`config.mk`:
```
export PLATFORM = sky130hd
export DESIGN_NAME = length_prefixed_marker_deframer
export DESIGN_NICKNAME = d
export VERILOG_FILES = /design/src/hdl/lpmd_pkg.sv /design/src/hdl/lpmd_in_stage.sv /design/src/hdl/lpmd_parser.sv /design/src/hdl/lpmd_out_stage.sv /design/src/hdl/length_prefixed_marker_deframer.sv
export SDC_FILE = /design/constraint.sdc
export NUM_CORES = 1
export LEC_CHECK = 0
export BUFFER_PORTS_ARGS = -buffer_cell sky130_fd_sc_hd__buf_4
export CAP_MARGIN = 20
export CORE_ASPECT_RATIO = 1.5
export CORE_UTILIZATION = 54
export CTS_CLUSTER_DIAMETER = 100
export CTS_CLUSTER_SIZE = 14
export DETAILED_ROUTE_END_ITERATION = 6
export PLACE_DENSITY = 0.83
export SETUP_SLACK_MARGIN = 0.4
export SLEW_MARGIN = 20
export SYNTH_ARGS = -nofsm -noshare
export SYNTH_HDL_FRONTEND = slang
export SYNTH_SLANG_ARGS = --single-unit
export TNS_END_PERCENT = 5
```
`constraint.sdc`:
```
create_clock -name clk -period 4.8 [get_ports clk]
set_input_delay 0 -clock clk [delete_from_list [all_inputs] [get_ports clk]]
set_output_delay 0 -clock clk [all_outputs]
set_load 0.05 [all_outputs]
```
`src/hdl/lpmd_pkg.sv`:
```
// Package for the length-prefixed marker deframer.
// Shared types, result codes and default sizes; no dependencies.
`timescale 1ns / 1ps

package lpmd_pkg;

	localparam int HEADER_BYTES     = 4;
	localparam int MARKER_BYTES_DEF = 4;
	localparam int CFG_IDX_W        = 2;

	localparam logic [1:0] KIND_DATA    = 2'd0;
	localparam logic [1:0] KIND_GOOD    = 2'd1;
	localparam logic [1:0] KIND_BADLEN  = 2'd2;
	localparam logic [1:0] KIND_BADMARK = 2'd3;

	localparam logic [CFG_IDX_W-1:0] REG_MAX_PAYLOAD = 2'd0;
	localparam logic [CFG_IDX_W-1:0] REG_MARKER_WORD = 2'd1;

	localparam logic [15:0] MAX_PAYLOAD_RST = 16'd1016;
	localparam logic [31:0] MARKER_WORD_RST = 32'd0;

	// Request held in the input register.
	typedef struct packed {
		logic       vld;
		logic [7:0] rx_byte;
	} lpmd_item_t;

	// Result produced by the parser for one request.
	typedef struct packed {
		logic       vld;
		logic [1:0] kind;
		logic [7:0] data;
	} lpmd_res_t;

endpackage

```
`src/hdl/lpmd_in_stage.sv`:
```
// Input register of the deframer: takes one request per cycle while the result slot is free.
// Depends on lpmd_pkg.
`timescale 1ns / 1ps

module lpmd_in_stage (
	input  logic                clk,
	input  logic                arst_n,
	input  logic                in_valid,
	output logic                in_stall,
	input  logic [7:0]          rx_byte,
	input  logic                go,
	output lpmd_pkg::lpmd_item_t item_s1
);

	logic       vld_s1;
	logic [7:0] byte_s1;
	logic       load;

	// Hold the request while the downstream slot is busy.
	assign in_stall = vld_s1 & ~go;
	assign load     = ~vld_s1 | go;

	always_ff @(posedge clk or negedge arst_n) begin
		if (!arst_n) begin
			vld_s1 <= 1'b0;
		end else if (load) begin
			vld_s1 <= in_valid;
		end
	end

	always_ff @(posedge clk) begin
		if (load && in_valid) begin
			byte_s1 <= rx_byte;
		end
	end

	assign item_s1.vld     = vld_s1;
	assign item_s1.rx_byte = byte_s1;

endmodule

```
`src/hdl/lpmd_parser.sv`:
```
// Frame parser: header, payload and marker phases, one byte per cycle while go is high.
// Depends on lpmd_pkg.
`timescale 1ns / 1ps

module lpmd_parser #(
	parameter int MARKER_BYTES = lpmd_pkg::MARKER_BYTES_DEF
) (
	input  logic                 clk,
	input  logic                 arst_n,
	input  lpmd_pkg::lpmd_item_t item_s1,
	input  logic                 go,
	input  logic [15:0]          max_payload,
	input  logic [31:0]          marker_word,
	output lpmd_pkg::lpmd_res_t  res
);

	localparam logic [1:0] PH_HEADER  = 2'd0;
	localparam logic [1:0] PH_PAYLOAD = 2'd1;
	localparam logic [1:0] PH_MARKER  = 2'd2;

	logic [1:0]  phase_q, phase_d;
	logic [15:0] pos_q, pos_d, pos_inc;
	logic [23:0] hdr_q, hdr_d;
	logic [15:0] len_q, len_d;
	logic        mism_q, mism_d, mism_nx;
	logic [1:0]  hpos;
	logic [7:0]  b, expect_byte;
	logic [31:0] hdr_word;
	logic        fire;

	assign b           = item_s1.rx_byte;
	assign fire        = item_s1.vld & go;
	assign pos_inc     = pos_q + 16'd1;
	assign expect_byte = marker_word[{pos_q[1:0], 3'b000} +: 8];
	assign mism_nx     = mism_q | (b != expect_byte);
	assign hdr_word    = {b, hdr_q};
	// Unused phase code restarts the header.
	assign hpos        = (phase_q == PH_HEADER) ? pos_q[1:0] : 2'd0;

	always_comb begin
		phase_d  = phase_q;
		pos_d    = pos_q;
		hdr_d    = hdr_q;
		len_d    = len_q;
		mism_d   = mism_q;
		res.vld  = 1'b0;
		res.kind = lpmd_pkg::KIND_DATA;
		res.data = 8'd0;
		case (phase_q)
			PH_PAYLOAD: begin
				pos_d    = pos_inc;
				res.vld  = 1'b1;
				res.data = b;
				if (pos_inc >= len_q) begin
					phase_d = PH_MARKER;
					pos_d   = 16'd0;
					mism_d  = 1'b0;
				end
			end
			PH_MARKER: begin
				pos_d  = pos_inc;
				mism_d = mism_nx;
				if (pos_inc >= 16'(MARKER_BYTES)) begin
					phase_d  = PH_HEADER;
					pos_d    = 16'd0;
					len_d    = 16'd0;
					mism_d   = 1'b0;
					res.vld  = 1'b1;
					res.kind = mism_nx ? lpmd_pkg::KIND_BADMARK : lpmd_pkg::KIND_GOOD;
				end
			end
			default: begin
				phase_d = PH_HEADER;
				if (phase_q != PH_HEADER) begin
					len_d  = 16'd0;
					mism_d = 1'b0;
				end
				case (hpos)
					2'd0: begin
						hdr_d[7:0] = b;
						pos_d      = 16'd1;
					end
					2'd1: begin
						hdr_d[15:8] = b;
						pos_d       = 16'd2;
					end
					2'd2: begin
						hdr_d[23:16] = b;
						pos_d        = 16'd3;
					end
					default: begin
						pos_d = 16'd0;
						if (b[7] || (hdr_word > {16'd0, max_payload})) begin
							len_d    = 16'd0;
							mism_d   = 1'b0;
							res.vld  = 1'b1;
							res.kind = lpmd_pkg::KIND_BADLEN;
						end else begin
							len_d  = hdr_q[15:0];
							mism_d = 1'b0;
							// Zero length goes straight to the marker.
							phase_d = (hdr_q[15:0] == 16'd0) ? PH_MARKER : PH_PAYLOAD;
						end
					end
				endcase
			end
		endcase
	end

	always_ff @(posedge clk or negedge arst_n) begin
		if (!arst_n) begin
			phase_q <= PH_HEADER;
			pos_q   <= 16'd0;
			hdr_q   <= 24'd0;
			len_q   <= 16'd0;
			mism_q  <= 1'b0;
		end else if (fire) begin
			phase_q <= phase_d;
			pos_q   <= pos_d;
			hdr_q   <= hdr_d;
			len_q   <= len_d;
			mism_q  <= mism_d;
		end
	end

`ifndef SYNTH
	a_hdr_pos: assert property (@(posedge clk) disable iff (!arst_n)
		phase_q == PH_HEADER |-> pos_q < 16'(lpmd_pkg::HEADER_BYTES))
		else $error("header position out of range");
	a_mark_pos: assert property (@(posedge clk) disable iff (!arst_n)
		phase_q == PH_MARKER |-> pos_q < 16'(MARKER_BYTES))
		else $error("marker position out of range");
	a_pay_pos: assert property (@(posedge clk) disable iff (!arst_n)
		phase_q == PH_PAYLOAD |-> pos_q < len_q)
		else $error("payload position past frame length");
`endif

endmodule

```
`src/hdl/lpmd_out_stage.sv`:
```
// Result register of the deframer, held while the receiver stalls.
// Depends on lpmd_pkg.
`timescale 1ns / 1ps

module lpmd_out_stage (
	input  logic                clk,
	input  logic                arst_n,
	input  lpmd_pkg::lpmd_res_t res,
	input  logic                fire,
	output logic                go,
	output logic                out_valid,
	input  logic                out_stall,
	output logic [1:0]          result_kind,
	output logic [7:0]          data_byte
);

	logic       vld_q;
	logic [1:0] kind_q;
	logic [7:0] data_q;

	// Slot is free when empty or being taken this cycle.
	assign go = ~vld_q | ~out_stall;

	always_ff @(posedge clk or negedge arst_n) begin
		if (!arst_n) begin
			vld_q <= 1'b0;
		end else if (go) begin
			vld_q <= fire & res.vld;
		end
	end

	always_ff @(posedge clk) begin
		if (go && fire && res.vld) begin
			kind_q <= res.kind;
			data_q <= res.data;
		end
	end

	assign out_valid   = vld_q;
	assign result_kind = kind_q;
	assign data_byte   = data_q;

endmodule

```
`src/hdl/length_prefixed_marker_deframer.sv`:
```
// Length-prefixed frame deframer with end marker.
// Input channel (in_valid/in_stall/rx_byte): one received byte per request.
// Each frame: 4-byte little-endian signed length, payload, MARKER_BYTES marker.
// Output channel (out_valid/out_stall/result_kind/data_byte): one result per
// payload byte (kind 0), and one end result per frame: good, bad length
// (right after the header) or bad end marker (after all marker bytes).
// Header bytes (but the last of a bad length) and non-final marker bytes give no result.
// Config channel (cfg_valid/cfg_ready/cfg_index/cfg_data): index 0 is
// max_payload, index 1 is marker_word; other indexes are ignored. cfg_ready
// is always high. Write only while the block is idle.
// The input register holds each accepted byte; the parser's result for it is
// registered in the result register once that slot is free.
// Throughput: one byte per cycle while the result slot is free; the parser state updates once per byte.
// Stall: while out_stall holds a result, one more byte waits in the input
// register, then in_stall rises.
// Reset: arst_n clears the valid bits of both register stages and returns the parser to the
// header phase; max_payload resets to 1016 and marker_word to zero.
`timescale 1ns / 1ps

module length_prefixed_marker_deframer #(
	parameter int MARKER_BYTES = lpmd_pkg::MARKER_BYTES_DEF
) (
	input  logic                           clk,
	input  logic                           arst_n,
	input  logic                           in_valid,
	output logic                           in_stall,
	input  logic [7:0]                     rx_byte,
	output logic                           out_valid,
	input  logic                           out_stall,
	output logic [1:0]                     result_kind,
	output logic [7:0]                     data_byte,
	input  logic                           cfg_valid,
	output logic                           cfg_ready,
	input  logic [lpmd_pkg::CFG_IDX_W-1:0] cfg_index,
	input  logic [31:0]                    cfg_data
);

	lpmd_pkg::lpmd_item_t item_s1;
	lpmd_pkg::lpmd_res_t  res;
	logic                 go;
	logic [15:0]          max_payload_q;
	logic [31:0]          marker_word_q;

	assign cfg_ready = 1'b1;

	always_ff @(posedge clk or negedge arst_n) begin
		if (!arst_n) begin
			max_payload_q <= lpmd_pkg::MAX_PAYLOAD_RST;
			marker_word_q <= lpmd_pkg::MARKER_WORD_RST;
		end else if (cfg_valid && cfg_ready) begin
			case (cfg_index)
				lpmd_pkg::REG_MAX_PAYLOAD: max_payload_q <= cfg_data[15:0];
				lpmd_pkg::REG_MARKER_WORD: marker_word_q <= cfg_data;
				default: ;
			endcase
		end
	end

	lpmd_in_stage u_in (
		.clk      (clk),
		.arst_n   (arst_n),
		.in_valid (in_valid),
		.in_stall (in_stall),
		.rx_byte  (rx_byte),
		.go       (go),
		.item_s1  (item_s1)
	);

	lpmd_parser #(
		.MARKER_BYTES (MARKER_BYTES)
	) u_parser (
		.clk         (clk),
		.arst_n      (arst_n),
		.item_s1     (item_s1),
		.go          (go),
		.max_payload (max_payload_q),
		.marker_word (marker_word_q),
		.res         (res)
	);

	lpmd_out_stage u_out (
		.clk         (clk),
		.arst_n      (arst_n),
		.res         (res),
		.fire        (item_s1.vld),
		.go          (go),
		.out_valid   (out_valid),
		.out_stall   (out_stall),
		.result_kind (result_kind),
		.data_byte   (data_byte)
	);

endmodule
```
==> flow_metrics.py <==
metrics = {
    "drt": {
        "routedWlPerCell_microns": 22.27,
        "via_count": 5492,
        "drc": 0,
        "drtIter0Drc": 410,
        "via_per_inst": 6.379,
        "firstDrtPassIters": 6,
        "wirelength_microns": 19180,
        "drtAntennaViolNets": 0,
    },
    "sta": {
        "slew_headroom_pct": 34.83,
        "worstMarginPinSlew_ns": 0.9775,
        "post-route-period-util_pct": 82.68,
        "setup_ws_ns": 0.8313,
        "grt_setup_unrepaired": "false",
        "layout_min_cycle_time_ns": 3.969,
        "drv_slew": 0,
        "hold_viol_final": 0,
        "clock_skew_ns": 0.01004,
        "setup_tns_ns": 0,
        "setup_viol_count_final": 0,
        "fmax_ghz": 0.2520,
    },
    "clock_network": {
        "clk_pin_slew_ns": 0.07,
        "insertion_delay_ns": 0.42,
        "cts_buffers": 17,
        "clockBufferDepth": 2,
        "cts_sinks": 127,
        "htree_levels": 4,
        "root_buffer": "clkbuf_16",
        "postCtsSetupBuffers": 0,
        "cts_tree": "built",
    },
    "critical_path": {
        "ff2ff_setup_slack_ns": 0.83,
        "reg2reg_from": "u_parser.pos_q[1]",
        "worstSetupEndpointType": "flip-flop",
        "r2r-end": "u_parser.pos_q[15]",
        "worstSetupPathType": "reg -> reg",
        "start_kind": "flip-flop",
        "worstRegToRegCells": 12,
        "arrival_ns": 4.29,
        "cp_max_fo": 15,
        "crit_required_ns": 5.12,
    },
    "place": {
        "dp_hpwl_microns": 11650,
        "dp.cells": 785,
        "dp_slack_ns": 0.7834,
        "globalplace.congestion": 0.9159,
        "port_buffers": 58,
    },
    "global_route": {
        "grt_usage_pct": 31.31,
        "first_global_vias": 5937,
        "grt-ovfl-total": 0,
        "antenna_found_initial": 0,
        "grt_max_degree": 60,
        "grt_pass1_wl_microns": 30440,
    },
    "logic_synthesis": {
        "synthCells": 599,
        "ys_ff_latch": 127,
        "avgSynthCellArea_sq_um": 11.30,
        "syn_area_sq_um": 6771,
        "syn-num-nets": 685,
        "synth-seq-area-share_pct": 48.39,
        "async_flop_share_pct": 85.83,
        "synthTopCellsByArea": "dfrtp_1, mux2_2, edfxtp_1, ha_1, nand2_1",
        "ys_warn_count": 0,
        "synth-edff-count": 18,
        "synth_top_area_share_pct": 37.69,
        "synthDistinctLibCells": 68,
        "synth_ff_type": "dfrtp_1",
        "yosys.area.top_type": "dfrtp_1",
    },
    "min_path": {
        "whs_path_depth": 5,
        "hold_end": "max_payload_q[5]",
        "hp-start": "cfg_index[1]",
        "hp-class": "in -> reg",
    },
    "floorplan": {
        "fp.dieW_microns": 93.43,
        "io-pin-count": 60,
        "coreArea_sq_um": 12080,
        "rows": 49,
        "start_util_pct": 56.07,
        "dieHeight_microns": 139.2,
        "die_area_sq_um": 13000,
    },
    "final_layout": {
        "final-instance-count-excl-fill": 861,
        "fillers": 718,
        "drive_above_1_share_pct": 27.68,
        "insertedDiodeCount": 0,
        "layout.nets": 781,
        "fin_util_pct": 68.85,
        "syn_to_final_growth_pct": 22.80,
    },
    "run_status": {
        "status": "completed",
    },
    "power_and_ir_drop": {
        "ir_drop_uv": 361.0,
        "p_per_area_nw_per_um2": 496.9,
        "p_leak_nw": 3.593,
        "power_mw": 4.132,
    },
    "run": {
        "max_cap_viol_count": 0,
    },
}
-- layout by cell type, fill, tap and decap left out, types with 4 or more instances in the layout --
| cell type | Yosys | routed |
|---|---|---|
| mux4_2 | 8 | 8 |
| inv_1 | 42 | 42 |
| edfxtp_1 | 18 | 18 |
| and2_2 | 6 | 6 |
| ha_1 | 39 | 39 |
| nand4_1 | 10 | 10 |
| buf_4 | 3 | 63 |
| nor4_1 | 10 | 10 |
| xnor2_1 | 19 | 19 |
| nor2_1 | 16 | 16 |
| nor2b_1 | 4 | 4 |
| nand3_1 | 15 | 15 |
| o211ai_1 | 4 | 4 |
| o21ai_0 | 26 | 26 |
| and2_1 | 20 | 20 |
| nand2_1 | 57 | 57 |
| a31o_1 | 10 | 10 |
| mux2i_1 | 4 | 4 |
| a21oi_1 | 13 | 13 |
| clkbuf_16 | 0 | 17 |
| dlygate4sd3_1 | 0 | 44 |
| inv_6 | 0 | 5 |
| or4_1 | 4 | 4 |
| dfrtp_1 | 102 | 101 |
| xor2_1 | 4 | 4 |
| nor3_1 | 7 | 7 |
| dfstp_2 | 7 | 7 |
| inv_8 | 0 | 5 |
| a31o_2 | 6 | 6 |
| mux2_2 | 58 | 58 |
| o21ai_1 | 7 | 7 |
-- final cells by class --
class                      count  area [sq um]  share of cell area (%)
clock inverter                15         163.9                   1.971
tap                          153         191.4                   2.302
timing repair buffer         107         913.4                   10.98
clock buffer                  17         425.4                   5.116
inverter                      42         157.7                   1.896
multi-input combinational    400          3186                   38.31
sequential                   127          3278                   39.42
-- worst max-delay path by stage --
stage          slack [ns]              start  cells past startpoint             endpoint
2_1_floorplan        1.47  u_parser.pos_q[2]                     16  u_parser.phase_q[0]
3_3_place_gp         0.99  u_parser.pos_q[1]                     12  u_parser.phase_q[0]
3_5_place_dp         0.78  u_parser.pos_q[1]                     14  u_parser.phase_q[0]
4_1_cts              0.72  u_parser.pos_q[1]                     14  u_parser.phase_q[0]
5_1_grt              0.55  u_parser.pos_q[0]                     13   u_parser.pos_q[14]
6_report             0.83  u_parser.pos_q[1]                     12   u_parser.pos_q[15]
-- metal layers --
| metal | vias to the layer above | track usage, % | share of wire (%) |
|---|---|---|---|
| li1 | 2349 | - | - |
| met1 | 2695 | 32.44 | 33 |
| met2 | 333 | 54.53 | 53 |
| met3 | 115 | 5.482 | 6.0 |
| met4 | 0 | 24.78 | 7.7 |
| met5 | - | 0 | 0 |
-- critical path, stage by stage, from the launching register on --
cell and delay [ns]:
dfrtp_2 0.65, ha_1 0.40, nand2_1 0.17, or2_2 0.35
xnor2_1 0.15, ha_1 0.21, nor2_1 0.14, nand2_1 0.09
o41ai_1 0.42, a311oi_1 0.21, nor3_1 0.52, a21oi_2 0.25
o31ai_1 0.30
-- synth_stat cells, types with 8 or more instances --
cell type and number:
mux4_2 8, nand3_1 15, buf_2 8, and2_1 20, inv_1 42, ha_1 39, nor4_1 10, mux2_2 58
nor2_1 16, o21ai_0 26, a31o_1 10, nand4_1 10, xnor2_1 19, nand2_1 57, clkbuf_1 14, edfxtp_1 18
dfrtp_1 102, a21oi_1 13
-- stage by stage --
stage / area, sq um / hold slack (ns)
after floorplan: 6771 / -0.2956
after CTS: 8314 / 0.08936
final: 8315 / 0.1208
after global routing: 8315 / 0.1445
after detailed placement: 7284 / 0.05653
after global placement: 7284 / 0.04804
-- timing repair --
action / in CTS / in global routing
hold buffers: 44 / 0
hold endpoints to repair: 108 / 0
setup endpoints to repair: 0 / 4
resized for setup: 0 / 1
-- flip-flops by register name, summed over array words and instances, names as in the netlist --
name and flops:
max_payload_q 16, u_parser.phase_q 2, u_parser.len_q 16, marker_word_q 32
u_in.vld_s1 1, u_out.result_kind 2, u_parser.hdr_q 24, u_out.out_valid 1
u_parser.pos_q 16, u_in.byte_s1 8, u_parser.mism_q 1, u_out.data_byte 8
-- power by group --
group	total, mW	switching, mW	internal [mW]
registers	1.56	0.235	1.33
logic	1.30	0.728	0.567
clock network	1.27	0.576	0.698
-- kinds of logic (layout without fill, tap and decap cells) --
family	after synthesis	count (layout)	share of synthesized area [%]
compound gates	99	99	10.35
flops	127	127	48.39
mux	71	71	13.06
buf+inv	72	181	4.638
fa+ha+maj	39	39	7.206
xor+xnor	23	23	2.975
simple gates	167	167	13.32
other cells	1	1	0.05538
Note: power is estimated with default switching activity, not from simulation.
